## src/hw/rtl/lfrf_pkg.sv

```systemverilog
// Shared types and constants for the longest free run finder.
// Standalone package; used by longest_free_run_finder.
package lfrf_pkg;

  // Number of chunk slots a scan may index.
  localparam int unsigned MaxChunks  = 65536;
  localparam int unsigned IdxW       = 16;
  localparam int unsigned LenW       = 17;
  localparam int unsigned IndexLimit = (MaxChunks > (1 << IdxW)) ? (1 << IdxW) : MaxChunks;
  localparam logic [IdxW-1:0] IndexLast = IdxW'(IndexLimit - 1);

  localparam logic [LenW-1:0] MaxRunReset = LenW'(65536);

  // Register map, indexed by word address.
  localparam logic RegMaxRunLength = 1'b0;

  typedef struct packed {
    logic            found;
    logic [IdxW-1:0] range_first;
    logic [IdxW-1:0] range_last;
  } lfrf_res_t;

endpackage

```

## src/hw/rtl/longest_free_run_finder.sv

```systemverilog
// Longest free run finder: scans chunk status words and reports a run of
// free chunks. Depends on lfrf_pkg.
//
// Usage:
//   Input channel (in_valid_i / in_stall_o) carries one chunk status word per
//   chunk, in index order from chunk 0; last_chunk_i closes the scan.
//   Output channel (out_valid_o / out_stall_i) carries at most one result
//   word per scan: either the first run that reaches max_run_length, or at
//   the last chunk the longest run (found_o = 0 with zero range if none).
//   Throughput: one chunk word per cycle while in_stall_o is low. The run and
//   best-run update is a single increment and compare between the state
//   registers and the result register; a result is registered into the output
//   register, or into the skid register while the output holds a waiting word.
//   A two-entry output (result register plus skid register) keeps input
//   flowing while a result waits; in_stall_o rises only when both hold a
//   word the receiver has not taken.
//   Reset clears the scan state, empties the output and sets max_run_length
//   to 65536. Write max_run_length over APB (byte address 0) only while idle.
module longest_free_run_finder (
  input  logic        clk_i,
  input  logic        rst_ni,
  input  logic        psel,
  input  logic        penable,
  input  logic        pwrite,
  input  logic [2:0]  paddr,
  input  logic [31:0] pwdata,
  output logic [31:0] prdata,
  output logic        pready,
  input  logic        in_valid_i,
  output logic        in_stall_o,
  input  logic        chunk_held_i,
  input  logic        web_seed_ok_i,
  input  logic        last_chunk_i,
  output logic        out_valid_o,
  input  logic        out_stall_i,
  output logic        found_o,
  output logic [lfrf_pkg::IdxW-1:0] range_first_o,
  output logic [lfrf_pkg::IdxW-1:0] range_last_o
);
  import lfrf_pkg::*;

  logic [LenW-1:0] max_run_q;
  logic [IdxW-1:0] chunk_index_q, chunk_index_d;
  logic            index_full_q, index_full_d;
  logic [IdxW-1:0] run_start_q, run_start_d;
  logic [LenW-1:0] run_length_q, run_length_d;
  logic [IdxW-1:0] best_start_q, best_start_d;
  logic [LenW-1:0] best_length_q, best_length_d;
  logic            reported_q, reported_d;

  lfrf_res_t       out_q, skid_q, res_c;
  logic            out_valid_q, skid_valid_q;
  logic            res_valid_c;

  logic            in_accept, out_fire, cfg_write;
  logic            free_chunk;
  logic [IdxW-1:0] new_start, step_best_start, fin_start, rep_start;
  logic [LenW-1:0] new_length, step_best_length, fin_length, rep_length;
  logic            early;

  // ---------------------------------------------------------------------
  // Configuration port
  // ---------------------------------------------------------------------
  assign pready    = 1'b1;
  assign cfg_write = psel && penable && pwrite && (paddr[2] == RegMaxRunLength);
  assign prdata    = (paddr[2] == RegMaxRunLength) ? {15'b0, max_run_q} : 32'b0;

  always_ff @(posedge clk_i or negedge rst_ni) begin
    if (!rst_ni) begin
      max_run_q <= MaxRunReset;
    end else if (cfg_write) begin
      max_run_q <= pwdata[LenW-1:0];
    end
  end

  // ---------------------------------------------------------------------
  // Scan step
  // ---------------------------------------------------------------------
  assign in_stall_o = skid_valid_q;
  assign in_accept  = in_valid_i && !skid_valid_q;
  assign out_fire   = out_valid_q && !out_stall_i;
  assign free_chunk = !chunk_held_i && web_seed_ok_i && !index_full_q;

  always_comb begin
    // Current run after this chunk
    if (run_length_q == '0) begin
      new_start  = chunk_index_q;
      new_length = LenW'(1);
    end else begin
      new_start  = run_start_q;
      new_length = (run_length_q == '1) ? run_length_q : run_length_q + LenW'(1);
    end
    early = free_chunk && (new_length >= max_run_q);

    // Best after closing the run on a busy chunk
    if (!free_chunk && (run_length_q > best_length_q)) begin
      step_best_start  = run_start_q;
      step_best_length = run_length_q;
    end else begin
      step_best_start  = best_start_q;
      step_best_length = best_length_q;
    end

    // Best after the closing pass on the last chunk
    if (free_chunk && (new_length > step_best_length)) begin
      fin_start  = new_start;
      fin_length = new_length;
    end else begin
      fin_start  = step_best_start;
      fin_length = step_best_length;
    end

    rep_start  = early ? new_start : fin_start;
    rep_length = early ? new_length : fin_length;

    res_valid_c       = in_accept && !reported_q && (early || last_chunk_i);
    res_c.found       = early || (fin_length != '0);
    res_c.range_first = res_c.found ? rep_start : '0;
    res_c.range_last  = res_c.found ? IdxW'({1'b0, rep_start} + (rep_length - LenW'(1))) : '0;
  end

  always_comb begin
    chunk_index_d = chunk_index_q;
    index_full_d  = index_full_q;
    run_start_d   = run_start_q;
    run_length_d  = run_length_q;
    best_start_d  = best_start_q;
    best_length_d = best_length_q;
    reported_d    = reported_q;
    if (in_accept) begin
      if (last_chunk_i) begin
        // Start a fresh scan with the next word
        chunk_index_d = '0;
        index_full_d  = 1'b0;
        run_start_d   = '0;
        run_length_d  = '0;
        best_start_d  = '0;
        best_length_d = '0;
        reported_d    = 1'b0;
      end else if (!reported_q) begin
        if (!index_full_q) begin
          if (chunk_index_q == IndexLast) begin
            index_full_d = 1'b1;
          end else begin
            chunk_index_d = chunk_index_q + IdxW'(1);
          end
        end
        if (free_chunk) begin
          run_start_d  = new_start;
          run_length_d = new_length;
        end else begin
          run_start_d  = '0;
          run_length_d = '0;
        end
        best_start_d  = step_best_start;
        best_length_d = step_best_length;
        reported_d    = early;
      end
    end
  end

  always_ff @(posedge clk_i or negedge rst_ni) begin
    if (!rst_ni) begin
      chunk_index_q <= '0;
      index_full_q  <= 1'b0;
      run_start_q   <= '0;
      run_length_q  <= '0;
      best_start_q  <= '0;
      best_length_q <= '0;
      reported_q    <= 1'b0;
    end else begin
      chunk_index_q <= chunk_index_d;
      index_full_q  <= index_full_d;
      run_start_q   <= run_start_d;
      run_length_q  <= run_length_d;
      best_start_q  <= best_start_d;
      best_length_q <= best_length_d;
      reported_q    <= reported_d;
    end
  end

  // ---------------------------------------------------------------------
  // Output register and skid
  // ---------------------------------------------------------------------
  always_ff @(posedge clk_i or negedge rst_ni) begin
    if (!rst_ni) begin
      out_valid_q  <= 1'b0;
      skid_valid_q <= 1'b0;
    end else begin
      if (!out_valid_q || out_fire) begin
        out_valid_q <= skid_valid_q || res_valid_c;
      end
      if (skid_valid_q) begin
        if (out_fire) skid_valid_q <= 1'b0;
      end else if (res_valid_c && out_valid_q && !out_fire) begin
        skid_valid_q <= 1'b1;
      end
    end
  end

  always_ff @(posedge clk_i) begin
    if (!out_valid_q || out_fire) begin
      out_q <= skid_valid_q ? skid_q : res_c;
    end
    if (!skid_valid_q && res_valid_c && out_valid_q && !out_fire) begin
      skid_q <= res_c;
    end
  end

  assign out_valid_o   = out_valid_q;
  assign found_o       = out_q.found;
  assign range_first_o = out_q.range_first;
  assign range_last_o  = out_q.range_last;

`ifndef NO_ASSERTIONS
  // Skid only fills behind a waiting result.
  a_skid_behind_out: assert property (@(posedge clk_i) disable iff (!rst_ni)
    skid_valid_q |-> out_valid_q)
    else $error("skid holds a word while output register is empty");

  // A "none found" result carries a zero range.
  a_none_zero_range: assert property (@(posedge clk_i) disable iff (!rst_ni)
    (out_valid_o && !found_o) |-> (range_first_o == '0 && range_last_o == '0))
    else $error("empty result with nonzero range");

  // The index stops advancing once the last slot has been used.
  a_index_hold: assert property (@(posedge clk_i) disable iff (!rst_ni)
    index_full_q |-> (chunk_index_q == IndexLast))
    else $error("chunk index moved past its limit");

  // After an early report no further result comes from this scan.
  a_quiet_after_report: assert property (@(posedge clk_i) disable iff (!rst_ni)
    reported_q |-> !res_valid_c)
    else $error("second result in one scan");
`endif

endmodule

```

## config.mk

```make
export PLATFORM = sky130hd
export DESIGN_NAME = longest_free_run_finder
export DESIGN_NICKNAME = d
export VERILOG_FILES = /design/src/hw/rtl/lfrf_pkg.sv /design/src/hw/rtl/longest_free_run_finder.sv
export SDC_FILE = /design/constraint.sdc
export NUM_CORES = 1
export LEC_CHECK = 0
export BUFFER_PORTS_ARGS = -buffer_cell sky130_fd_sc_hd__buf_2
export CAP_MARGIN = 10
export CORE_UTILIZATION = 64
export DETAILED_ROUTE_END_ITERATION = 12
export PLACE_DENSITY = 0.93
export SLEW_MARGIN = 20
export SYNTH_ARGS = -nofsm -noshare
export SYNTH_HDL_FRONTEND = slang
export SYNTH_SLANG_ARGS = --single-unit
```

## constraint.sdc

```tcl
create_clock -name clk_i -period 11.7 [get_ports clk_i]
set_clock_uncertainty 0.1 [all_clocks]
set_input_delay 1.17 -clock clk_i [delete_from_list [all_inputs] [get_ports clk_i]]
set_output_delay 1.17 -clock clk_i [all_outputs]
set_load 0.01 [all_outputs]
```

# == Word level (Yosys, flattened, before mapping) ==
# Cells that the tools add are included.
# classes
addsub,4
order_cmp,3
eq_ne,5
muxes,36
n_bitwise,1
n_reduce_logical,33
# ops
op,n
16-bit 2-to-1 mux,16
17-bit 2-to-1 mux,10
17-bit greater-than comparator,2
33-bit 2-to-1 mux,1
"17-bit by 1-bit adder with 17-bit output, second input constant",1
"17-bit == test, second input constant",1
17-bit >= comparator,1
1-bit logical AND,17
17-bit zero test,1
17-bit nonzero test,1
"16-bit by 1-bit adder with 16-bit output, second input constant",1
16-bit adder,1
"16-bit == test, second input constant",1
"16-bit by 1-bit subtractor with 16-bit output, second input constant",1
1-bit 2-to-1 mux,9
1-bit zero test,8
"2-bit inequality test, second input constant",3
1-bit logical OR,4
4-bit AND reduction,1
2-bit AND reduction,1
1-bit inverter,1
# word_totals
regBits,169
in_bits,45
elab_cells,98

# == Depth between registers and ports, before layout ==
# Gate-level depths: netlist (run 1).
# logic_depth
depth_word,14
ltp_mapped,33
depth_no_buf,30

# == Least setup slack after synthesis (run 1) ==
# OpenSTA, ideal clock, no wires.
# synth_timing
path_type,input to register
start,input web_seed_ok_i
end,"register out_q, in the netlist range_last_o[15], data pin"
arrival_time_ps,7787
t_required_ps,11344
path_slack_ps,3557
cell_stages,29
path_cell_list,or3b_1 > nand2_1 > o22a_1 > nor2_1 > clkbuf_1 > mux2i_1 > ha_1 > a21o_1 > a221o_1 > a221o_1 > o211ai_1 > a21boi_0 > clkbuf_1 > clkbuf_1 > o21ai_0 > ha_1 > inv_1 > ha_1 > inv_1 > fa_1 > nor2b_1 > o21ai_0 > a21oi_1 > o41ai_1 > o211ai_1 > a31o_2 > a21oi_1 > xnor2_1 > a31o_2
# synth_between
elab_chain_cells,13
# synth_rtl
item,line_no,text
"start, declared",longest_free_run_finder.sv:32,"input logic web_seed_ok_i,"
1-bit logical AND * (2 in a row),longest_free_run_finder.sv:82,assign free_chunk = !chunk_held_i && web_seed_ok_i && !index_full_q;
1-bit zero test,longest_free_run_finder.sv:96,if (!free_chunk && (run_length_q > best_length_q)) begin
1-bit logical AND,longest_free_run_finder.sv:96,
17-bit 2-to-1 mux,longest_free_run_finder.sv:96,
17-bit greater-than comparator,longest_free_run_finder.sv:105,if (free_chunk && (new_length > step_best_length)) begin
1-bit logical AND,longest_free_run_finder.sv:105,
17-bit 2-to-1 mux,longest_free_run_finder.sv:105,
16-bit 2-to-1 mux,longest_free_run_finder.sv:114,rep_length = early ? new_length : fin_length;
16-bit by 1-bit subtractor with 16-bit output,longest_free_run_finder.sv:119,"res_c.range_last = res_c.found ? IdxW'({1'b0, rep_start} + (rep_length - LenW'(1))) : '0;"
16-bit adder,longest_free_run_finder.sv:119,
16-bit 2-to-1 mux *,longest_free_run_finder.sv:119,
33-bit 2-to-1 mux *,longest_free_run_finder.sv:203,out_q <= skid_valid_q ? skid_q : res_c;
"end signal, assigned",longest_free_run_finder.sv:203,
"end, declared",longest_free_run_finder.sv:51,"lfrf_res_t out_q, skid_q, res_c;"
# Every way passes the cells marked *; elsewhere a longest branch is shown, timed or not.
# A chain may end at the register's enable or synchronous reset.

# == Worst setup path in the final report (run 1) ==
# layout_timing
start,register run_length_q[3]
end,"register out_q, in the netlist range_last_o[15], data pin"
# layout_between
elab_chain_cells,11
# layout_rtl
item,line_no,text
"start, declared",longest_free_run_finder.sv:46,"logic [LenW-1:0] run_length_q, run_length_d;"
"start signal, assigned",longest_free_run_finder.sv:175,run_length_q <= run_length_d;
"17-bit by 1-bit adder with 17-bit output, or another cell as far along",longest_free_run_finder.sv:91,new_length = (run_length_q == '1) ? run_length_q : run_length_q + LenW'(1);
17-bit 2-to-1 mux / 1-bit logical AND (equally long branches),"longest_free_run_finder.sv:91, longest_free_run_finder.sv:96",
17-bit 2-to-1 mux (on tied branches),"longest_free_run_finder.sv:86, longest_free_run_finder.sv:96",
17-bit greater-than comparator,longest_free_run_finder.sv:105,
1-bit logical AND,longest_free_run_finder.sv:105,
17-bit 2-to-1 mux,longest_free_run_finder.sv:105,
16-bit 2-to-1 mux,longest_free_run_finder.sv:114,
16-bit by 1-bit subtractor with 16-bit output,longest_free_run_finder.sv:119,
16-bit adder,longest_free_run_finder.sv:119,
16-bit 2-to-1 mux *,longest_free_run_finder.sv:119,
33-bit 2-to-1 mux *,longest_free_run_finder.sv:203,
# Marks and branches as above.

==> results of run 1 <==
==> routing by layer <==
| layer | GRT usage (%) | share of wire, % | wire length, µm | up-vias |
|---|---|---|---|---|
| met5 | 0 | 0 | 0 | - |
| met4 | 15.8 | 3.9 | 952 | 0 |
| met3 | 7.71 | 8.6 | 2100 | 86 |
| met2 | 48.1 | 46 | 11400 | 427 |
| met1 | 38.9 | 41 | 10000 | 3814 |
| li1 | - | - | - | 3696 |
==> cell type report <==
| type | instances | area share (%) |
|---|---|---|
| repair buffers | 87 | 3.97 |
| multi-input cells | 698 | 46.1 |
| clock buffers | 20 | 3.87 |
| well taps | 216 | 2.34 |
| flip-flops and latches | 169 | 39.6 |
| inverters | 92 | 3.00 |
| clock inverters | 12 | 1.19 |
==> Yosys cell counts, types with 3 or more instances <==
| library cell | instances |
|---|---|
| dfrtp_1 | 102 |
| inv_1 | 91 |
| ha_1 | 83 |
| nand2_1 | 74 |
| edfxtp_1 | 66 |
| o21ai_0 | 56 |
| nor2_1 | 53 |
| mux2_2 | 49 |
| a22o_1 | 37 |
| a21oi_1 | 34 |
| clkbuf_1 | 30 |
| nand3_1 | 25 |
| xnor2_1 | 22 |
| o21bai_1 | 20 |
| xor2_1 | 19 |
| mux2i_1 | 18 |
| o22ai_1 | 17 |
| buf_4 | 16 |
| nand4_1 | 15 |
| and2_4 | 14 |
| nor2b_1 | 12 |
| nor2b_4 | 12 |
| nor3_1 | 10 |
| nor4_1 | 9 |
| and3_1 | 8 |
| a21o_1 | 7 |
| and2_1 | 7 |
| o21a_1 | 7 |
| buf_2 | 6 |
| o211ai_1 | 6 |
| and4_1 | 5 |
| a211oi_1 | 4 |
| buf_6 | 4 |
| or3_1 | 4 |
| a211o_1 | 3 |
| a221o_1 | 3 |
| a31o_2 | 3 |
| a31oi_1 | 3 |
| o31ai_1 | 3 |
==> kinds of logic after synthesis <==
logic type / Yosys count / share of synthesized area, %
adders and majority gates: 84 / 10.1
buffers and inverters: 149 / 6.28
AOI/OAI and AO/OA: 224 / 15.0
DFF: 169 / 43.6
xor gates and xnor gates: 41 / 3.43
and+or+nand+nor: 265 / 14.4
other: 2 / 0.0718
muxes: 68 / 7.14
==> state kept, by name, summed over array words and instances, names as in the netlist <==
signal	cells
skid_q	33
best_length_q	17
max_run_q	17
run_length_q	17
best_start_q	16
chunk_index_q	16
range_first_o	16
range_last_o	16
run_start_q	16
found_o	1
in_stall_o	1
index_full_q	1
out_valid_o	1
reported_q	1
==> through the flow <==
step                cells  setup slack, ns  total power, µW  hold slack [ns]  instance area [µm²]
floorplan            1016             3.56             1340            0.366                10500
global placement     1262             3.08             1500            0.383                10900
detailed placement   1262             2.89             1540            0.382                10900
CTS                  1294             3.01             2110            0.405                11500
global route         1294             2.31             2220            0.423                11500
finish               1294             2.79             2110            0.409                11500
==> final timing paths <==
check	slack [ns]	cells past startpoint	endpoint	startpoint
worst max-delay path	2.79	31	range_last_o[15]	run_length_q[3]
worst min-delay path	0.41	1	best_start_q[12]	best_start_q[12]
worst max register to register	2.79	31	range_last_o[15]	run_length_q[3]
worst min register to register	0.41	1	best_start_q[12]	best_start_q[12]
max in group asynchronous	9.64	2	best_length_q[10]	rst_ni
min in group asynchronous	0.59	1	best_start_q[13]	rst_ni
==> critical path: cells and delay by family, from the launching register on <==
family / cells / cell delay (ns)
buf+inv: 4 / 0.69
flops: 1 / 0.54
fa+ha+maj: 5 / 1.46
compound gates: 14 / 4.10
xor+xnor: 1 / 0.15
simple gates: 6 / 1.14
mux: 1 / 0.46
==> layout by cell type (no fill, tap or decap), drive strengths merged, types with 3 or more instances in the layout <==
| cell | instances |
|---|---|
| a211o | 3 |
| a211oi | 4 |
| a21o | 7 |
| a21oi | 34 |
| a221o | 3 |
| a22o | 37 |
| a31o | 3 |
| a31oi | 3 |
| and2 | 22 |
| and3 | 9 |
| and4 | 5 |
| buf | 87 |
| clkbuf | 20 |
| clkinv | 4 |
| conb | 16 |
| dfrtp | 102 |
| edfxtp | 66 |
| ha | 83 |
| inv | 97 |
| mux2 | 50 |
| mux2i | 18 |
| nand2 | 74 |
| nand3 | 25 |
| nand4 | 16 |
| nor2 | 54 |
| nor2b | 24 |
| nor3 | 10 |
| nor4 | 9 |
| o211ai | 7 |
| o21a | 7 |
| o21ai | 57 |
| o21bai | 21 |
| o22ai | 17 |
| o31ai | 3 |
| or3 | 5 |
| or4 | 3 |
| xnor2 | 22 |
| xor2 | 19 |
==> report_power, final <==
group / switching (µW) / total (µW) / leakage [µW] / internal (µW)
combinational: 420 / 761 / 0.00304 / 341
sequential: 37.4 / 783 / 0.00206 / 746
clock: 246 / 569 / 0.000286 / 323
==> metrics.yaml, run 1 <==
drc: 0
seq_area_frac_synth_pct: 43.6
worstSetupEndpointType: "register"
place_congestion: 0.967
layout-drive-gt1-share_pct: 19.9
critPathLaunchType: "register"
worstPathArrival_ns: 9.01
synth_cells: 1002
path_common_cell: "ha_1"
synth_edf_count: 66
leakage_uw: 0.00538
fmax_mhz: 112
dieHeight_um: 130
hold_viol: 0
fp-row-count: 46
rsz0062_at_grt: "no"
finalSetupTns_ns: 0
utilization_pct: 72.3
clk_latency_ns: 0.44
fin_nets: 1194
p_per_area_mw_per_mm2: 183
finalSetupViolCount: 0
slew_violations: 0
io_pins: 113
yosys_most_used_dff: "dfrtp_1"
multi_input_area_mm2: 0.00531
ys_ff_latch: 169
clkTransAtPathRegs_ns: 0.06
overflow: 0
ant_nets: 0
cts.repair.resized: 0
diodes: 0
min_path_type: "reg -> reg"
slew_headroom_pct: 39.7
path_max_fanout: 18
peakVddDrop_mv: 0.113
worst_slew_pin_slew_ns: 0.900
antenna_found_initial: 0
vias: 8023
path_class: "reg -> reg"
cts_sinks: 169
cp.required_ns: 11.79
grt_usage_pct: 30.4
num-fill-cells: 1061
grt_pass1_vias: 7676
syn2layout_area_growth_pct: 10.3
syn_area_per_cell_um2: 10.4
status: "finished clean"
firstDrtPassIters: 5
tritoncts: "yes"
synthArstFlopShare_pct: 60.9
crit_slowest_cell: "dfrtp_1"
initialDrtViolationCount: 728
cts_setup_buffers: 0
place_hpwl_mm: 17.5
grt_max_degree: 71
initial_core_util_pct: 65.6
grt_pass1_wl_mm: 38.9
hold_buffers: 0
period_minus_slack_ns: 8.91
routedWlPerCell_um: 18.9
cts-root-buf: "clkbuf_16"
syn-cell-area_mm2: 0.0105
critPathMaxStageDelay_ns: 0.54
die_area_mm2: 0.0169
core_mm2: 0.0159
ys_top_cells_by_area: "dfrtp_1 (24%), edfxtp_1 (19%), ha_1 (9.9%)"
portBuffers: 79
tritoncts.num_buffers: 17
netlist.top_cell.by_area: "dfrtp_1"
fin_crit_sh_pct: 76.2
post_synth_num_cell_types: 76
synth_top_area_share_pct: 24.4
register_area_mm2: 0.00456
drt-total-wl_mm: 24.4
yosys_warnings: 0
fp.dieW_um: 130
ctsHtreeMaxLevel: 4
routed_via_density: 6.20
clock_path_buffers: 2
cap_violations: 0
No activity file was read; power rests on OpenSTA's default activity.
==> run 2, diff against run 1 <==
CORE_UTILIZATION = 60   (was 64)
PLACE_DENSITY = 0.88   (was 0.93)
clock period = 9.3 ns   (was 11.7 ns; I/O delays follow)
==> metrics.yaml, run 2 (synthesis gave the netlist of run 1 again) <==
ant_nets: 0  # unchanged
hold_viol: 0  # unchanged
finalSetupViolCount: 0  # unchanged
core_mm2: 0.0168  # +5.5%
top_register: "skid_q"
tritoncts: "yes"
p_per_area_mw_per_mm2: 232  # +27%
antenna_found_initial: 1  # +1
fmax_mhz: 117  # +4.5%
clkTransAtPathRegs_ns: 0.07  # about the same
leakage_uw: 0.00541  # +0.42%
grt_pass1_vias: 7880  # +2.7%
syn2layout_area_growth_pct: 10.9
path_common_cell: "ha_1"
diodes: 0  # unchanged
dieHeight_um: 134  # +3.2%
worstSetupEndpointType: "register"
multi_input_area_mm2: 0.00530  # -0.14%
place_congestion: 0.936  # -3.2%
grt_usage_pct: 29.2  # -1.2 points
critPathMaxStageDelay_ns: 0.78  # +0.24 ns
slew_headroom_pct: 40.8  # +1.1 points
firstDrtPassIters: 6  # +1
worst_slew_pin_slew_ns: 0.884  # -0.0159 ns
clock_power_share_pct: 27.3  # +0.4 points
final_common_cell: "dfrtp_1"
rr_startpoint: "run_length_q[4]"
cap_violations: 0  # unchanged
hold_buffers: 0  # unchanged
rsz0062_at_grt: "no"
p_sw_uw: 911  # +30%
cp.required_ns: 9.39  # -2.40 ns
rrSetupSlack_ns: 0.77  # -2.02 ns
vias: 8014  # -0.11%
cts.repair.resized: 0  # unchanged
crit_slowest_cell: "a21boi_2"
period_minus_slack_ns: 8.53  # -0.384 ns
grt_max_degree: 62  # -13%
seqPwrFrac_pct: 36.6  # -0.5 points
initial_core_util_pct: 62.2  # -3.4 points
p_sw_share_pct: 33.9  # +0.60 points
portBuffers: 79  # unchanged
drt-total-wl_mm: 25.0  # +2.3%
p_int_uw: 1780  # +26%
drc: 0  # unchanged
ff2ff_path_depth: 29  # -6.5%
worstPathArrival_ns: 8.61  # -0.40 ns
routed_via_density: 6.15  # -0.88%
path_class: "reg -> reg"
fin_crit_sh_pct: 91.7  # +16 points
cts_setup_buffers: 0  # unchanged
overflow: 0  # unchanged
finalSetupTns_ns: 0  # unchanged
die_area_mm2: 0.0180  # +6.6%
routedWlPerCell_um: 19.2  # +1.5%
layout-drive-gt1-share_pct: 20.4  # +0.54 points
fp-row-count: 47  # +2.2%
r2r_end: "range_last_o[15]"
layout_common_cells: "dfrtp_1 (102), inv_1 (91), ha_1 (83), buf_2 (78), nand2_1 (74)"
fin_nets: 1200  # +0.50%
register_area_mm2: 0.00456  # unchanged
initialDrtViolationCount: 785  # +7.8%
cts_sinks: 169  # unchanged
clk_latency_ns: 0.44  # about the same
utilization_pct: 68.9  # -3.4 points
grt_pass1_wl_mm: 40.8  # +5.0%
combPwrFrac_pct: 36.1  # about the same
peakVddDrop_mv: 0.149  # +32%
min_path_type: "in -> async"
hold_slack_ns: 0.360  # -0.0488 ns
tritoncts.num_buffers: 17  # unchanged
cts-root-buf: "clkbuf_16"
num-fill-cells: 1240  # +17%
io_pins: 113  # unchanged
critPathLaunchType: "register"
clock_path_buffers: 2  # unchanged
path_max_fanout: 22  # +4
largest_register_ffs: 33  # unchanged
slew_violations: 0  # unchanged
ctsHtreeMaxLevel: 4  # unchanged
status: "finished clean"
place_hpwl_mm: 17.7  # +0.99%
fp.dieW_um: 134  # +3.2%
## run 2: changes by cell type in the layout (fill, tap and decap cells not counted), sizes merged
cell,delta
buf,+6
clkbuf,-3
clkinv,-1
clkinvlp,+2
inv,+2
## run 2: how the worst max path moves through the flow
stage	startpoint	to	slack [ns]	depth (start not counted)
after floorplan	web_seed_ok_i	range_last_o[15]	1.40	29
after global placement	chunk_held_i	range_last_o[15]	1.17	26
after detailed placement	chunk_held_i	range_last_o[15]	1.08	28
after CTS	run_length_q[3]	range_last_o[15]	1.0	29
after global routing	run_length_q[3]	range_last_o[15]	0.38	29
final	run_length_q[4]	range_last_o[15]	0.77	29
## run 2: area by class of cell
class | instances | area share, %
Inverter | 92 | 2.98
Multi-Input combinational cell | 698 | 45.8
Clock inverter | 15 | 1.54
Sequential cell | 169 | 39.3
Timing Repair Buffer | 93 | 4.34
Clock buffer | 17 | 3.67
Tap cell | 220 | 2.37
## run 2: power by group through the flow
stage	sequential, µW	clock [µW]	combinational (µW)
2_1_floorplan	1030	0	657
3_3_place_gp	992	0	909
3_5_place_dp	1000	0	947
4_1_cts	985	736	965
5_1_grt	995	763	1060
6_report	984	734	971
## run 2: layer usage
metal  global-route usage (%)  vias up  share of wire, %
li1                         -     3712                 -
met1                     39.3     3817                43
met2                     47.2      420                47
met3                     4.91       63               7.4
met4                     12.3        2               3.2
met5                        0        -             0.052
## run 2: through the flow
stage                     worst slack [ns]  power (µW)  std cells  area, µm²
after floorplan                       1.40        1690       1016      10500
after global placement                1.17        1900       1272      11000
after detailed placement              1.08        1950       1272      11000
after CTS                            0.998        2690       1304      11600
after global routing                 0.385        2820       1304      11600
final                                0.773        2690       1304      11600
## run 2: critical path: cells and delay by family, from the launching register on
| kind | cells | cell delay, ns |
|---|---|---|
| adders and majority gates | 5 | 1.29 |
| buffers and inverters | 3 | 0.45 |
| AOI/OAI and AO/OA | 14 | 4.59 |
| muxes | 2 | 0.72 |
| DFF | 1 | 0.50 |
| and+or+nand+nor | 4 | 0.48 |
| xor gates and xnor gates | 1 | 0.11 |
==> run 3, diff against run 2 <==
CORE_ASPECT_RATIO = 0.7   (was default)
==> metrics.yaml, run 3 (synthesis gave the netlist of run 1 again) <==
seqPwrFrac_pct: 36.7  # about the same
grt_max_degree: 62  # unchanged
p_total_uw: 2690  # -0.16%
dieHeight_um: 112  # -16%
period_minus_slack_ns: 8.83  # +0.300 ns
finalSetupTns_ns: 0  # unchanged
antenna_found_initial: 1  # unchanged
p_sw_share_pct: 33.9  # +0.036 points
tritoncts.num_buffers: 17  # unchanged
drt-total-wl_mm: 26.4  # +5.8%
overflow: 0  # unchanged
path_common_cell: "ha_1"
fp.dieW_um: 160  # +19%
setup_slack_ns: 0.473  # -0.300 ns
critical-path-top-delay-family: "compound AO/OA/AOI/OAI gates"
io_pins: 113  # unchanged
ff2ff_path_depth: 31  # +6.9%
p_per_area_mw_per_mm2: 230  # -0.70%
combPwrFrac_pct: 35.9  # -0.2 points
cp.required_ns: 9.39  # about the same
cts_setup_buffers: 0  # unchanged
clkTransAtPathRegs_ns: 0.07  # about the same
fp-row-count: 39  # -17%
die_area_mm2: 0.0180  # about the same
r2r_end: "range_last_o[15]"
peakVddDrop_mv: 0.156  # +4.2%
crit_slowest_cell: "o41ai_1"
clk_latency_ns: 0.44  # about the same
preCtsSetupSlack_ns: 0.796  # -0.279 ns
top_register: "skid_q"
largest_register_ffs: 33  # unchanged
critPathLaunchType: "register"
hold_slack_ns: 0.388  # +0.0278 ns
initial_core_util_pct: 62.7  # +0.48 points
fin_nets: 1205  # +0.42%
drc: 0  # unchanged
path_class: "reg -> reg"
hold_viol: 0  # unchanged
worstPathArrival_ns: 8.92  # +0.31 ns
p_sw_uw: 911  # about the same
ctsHtreeMaxLevel: 4  # unchanged
num-fill-cells: 1180  # -4.8%
initialDrtViolationCount: 1028  # +31%
rrSetupSlack_ns: 0.47  # -0.30 ns
grt_usage_pct: 30.5  # +1.3 points
critPathMaxStageDelay_ns: 0.56  # -0.22 ns
layout_common_cells: "dfrtp_1 (102), inv_1 (91), ha_1 (83), buf_2 (78), nand2_1 (74)"
worstSetupEndpointType: "register"
slew_headroom_pct: 34.4  # -6.3 points
grt_pass1_wl_mm: 42.2  # +3.5%
place_congestion: 0.985  # +5.3%
grt_pass1_vias: 7835  # -0.57%
hold_buffers: 0  # unchanged
worst_slew_pin_slew_ns: 0.980  # +0.0956 ns
portBuffers: 79  # unchanged
cp_num_buf_inv: 4  # +1
tritoncts: "yes"
core_mm2: 0.0167  # -0.77%
routedWlPerCell_um: 20.1  # +5.0%
routed_via_density: 6.24  # +1.6%
ant_nets: 0  # unchanged
rr_startpoint: "run_length_q[4]"
layout-drive-gt1-share_pct: 20.9  # +0.55 points
clock_power_share_pct: 27.4  # about the same
slew_violations: 0  # unchanged
final_common_cell: "dfrtp_1"
fin_crit_sh_pct: 94.9  # +3.2 points
cts.repair.resized: 0  # unchanged
cts_sinks: 169  # unchanged
cap_violations: 0  # unchanged
min_path_type: "in -> async"
cts-root-buf: "clkbuf_16"
leakage_uw: 0.00544  # +0.67%
firstDrtPassIters: 6  # unchanged
status: "finished clean"
finalSetupViolCount: 0  # unchanged
syn2layout_area_growth_pct: 11.5
place_hpwl_mm: 19.3  # +9.0%
clock_path_buffers: 2  # unchanged
vias: 8208  # +2.4%
path_max_fanout: 14  # -36%
p_int_uw: 1770  # -0.21%
fmax_mhz: 113  # -3.4%
run 3: cell count changes in the layout (fill, tap and decap cells not counted), sizes merged:
cell      change
buf           +5
clkinv        +1
clkinvlp      -1
diode         +1
run 3: cell type report:
cell class	count	area, µm²	area share, %
Inverter	92	345	2.96
Clock inverter	15	185	1.59
Antenna cell	1	2.50	0.0215
Multi-Input combinational cell	698	5320	45.6
Clock buffer	17	425	3.65
Sequential cell	169	4560	39.1
Tap cell	225	282	2.42
Timing Repair Buffer	98	541	4.64
run 3: worst max path at each step:
stage,startpoint,end,slack (ns),depth (start not counted)
after CTS,run_length_q[4],range_last_o[15],0.75,31
after floorplan,web_seed_ok_i,range_last_o[15],1.40,29
after global placement,run_length_q[4],range_last_o[15],1.02,31
after global routing,run_length_q[4],range_last_o[15],-0.01,31
final,run_length_q[4],range_last_o[15],0.47,31
after detailed placement,run_length_q[4],range_last_o[15],0.80,31
run 3: stage by stage:
stage	area (µm²)	utilization, %	std cells
after global routing	11700	69.8	1315
after detailed placement	11000	66.2	1282
after CTS	11700	69.8	1314
final	11700	69.8	1315
after floorplan	10500	-	1016
after global placement	11000	66.1	1282
run 3: metal layers:
metal | up-vias | global-route usage (%) | wire [µm] | part of all wire [%]
li1 | 3731 | - | - | -
met2 | 460 | 44.8 | 11400 | 43
met1 | 3951 | 43.8 | 11500 | 44
met3 | 66 | 8.87 | 2940 | 11
met4 | 0 | 9.27 | 595 | 2.3
met5 | - | 0 | 0 | 0
run 3: power by group through the flow:
stage          combinational (µW)  clock [µW]  sequential (µW)
2_1_floorplan                 657           0             1030
6_report                      964         735              986
3_3_place_gp                  909           0              992
5_1_grt                      1050         768              996
4_1_cts                       962         739              986
3_5_place_dp                  950           0             1000
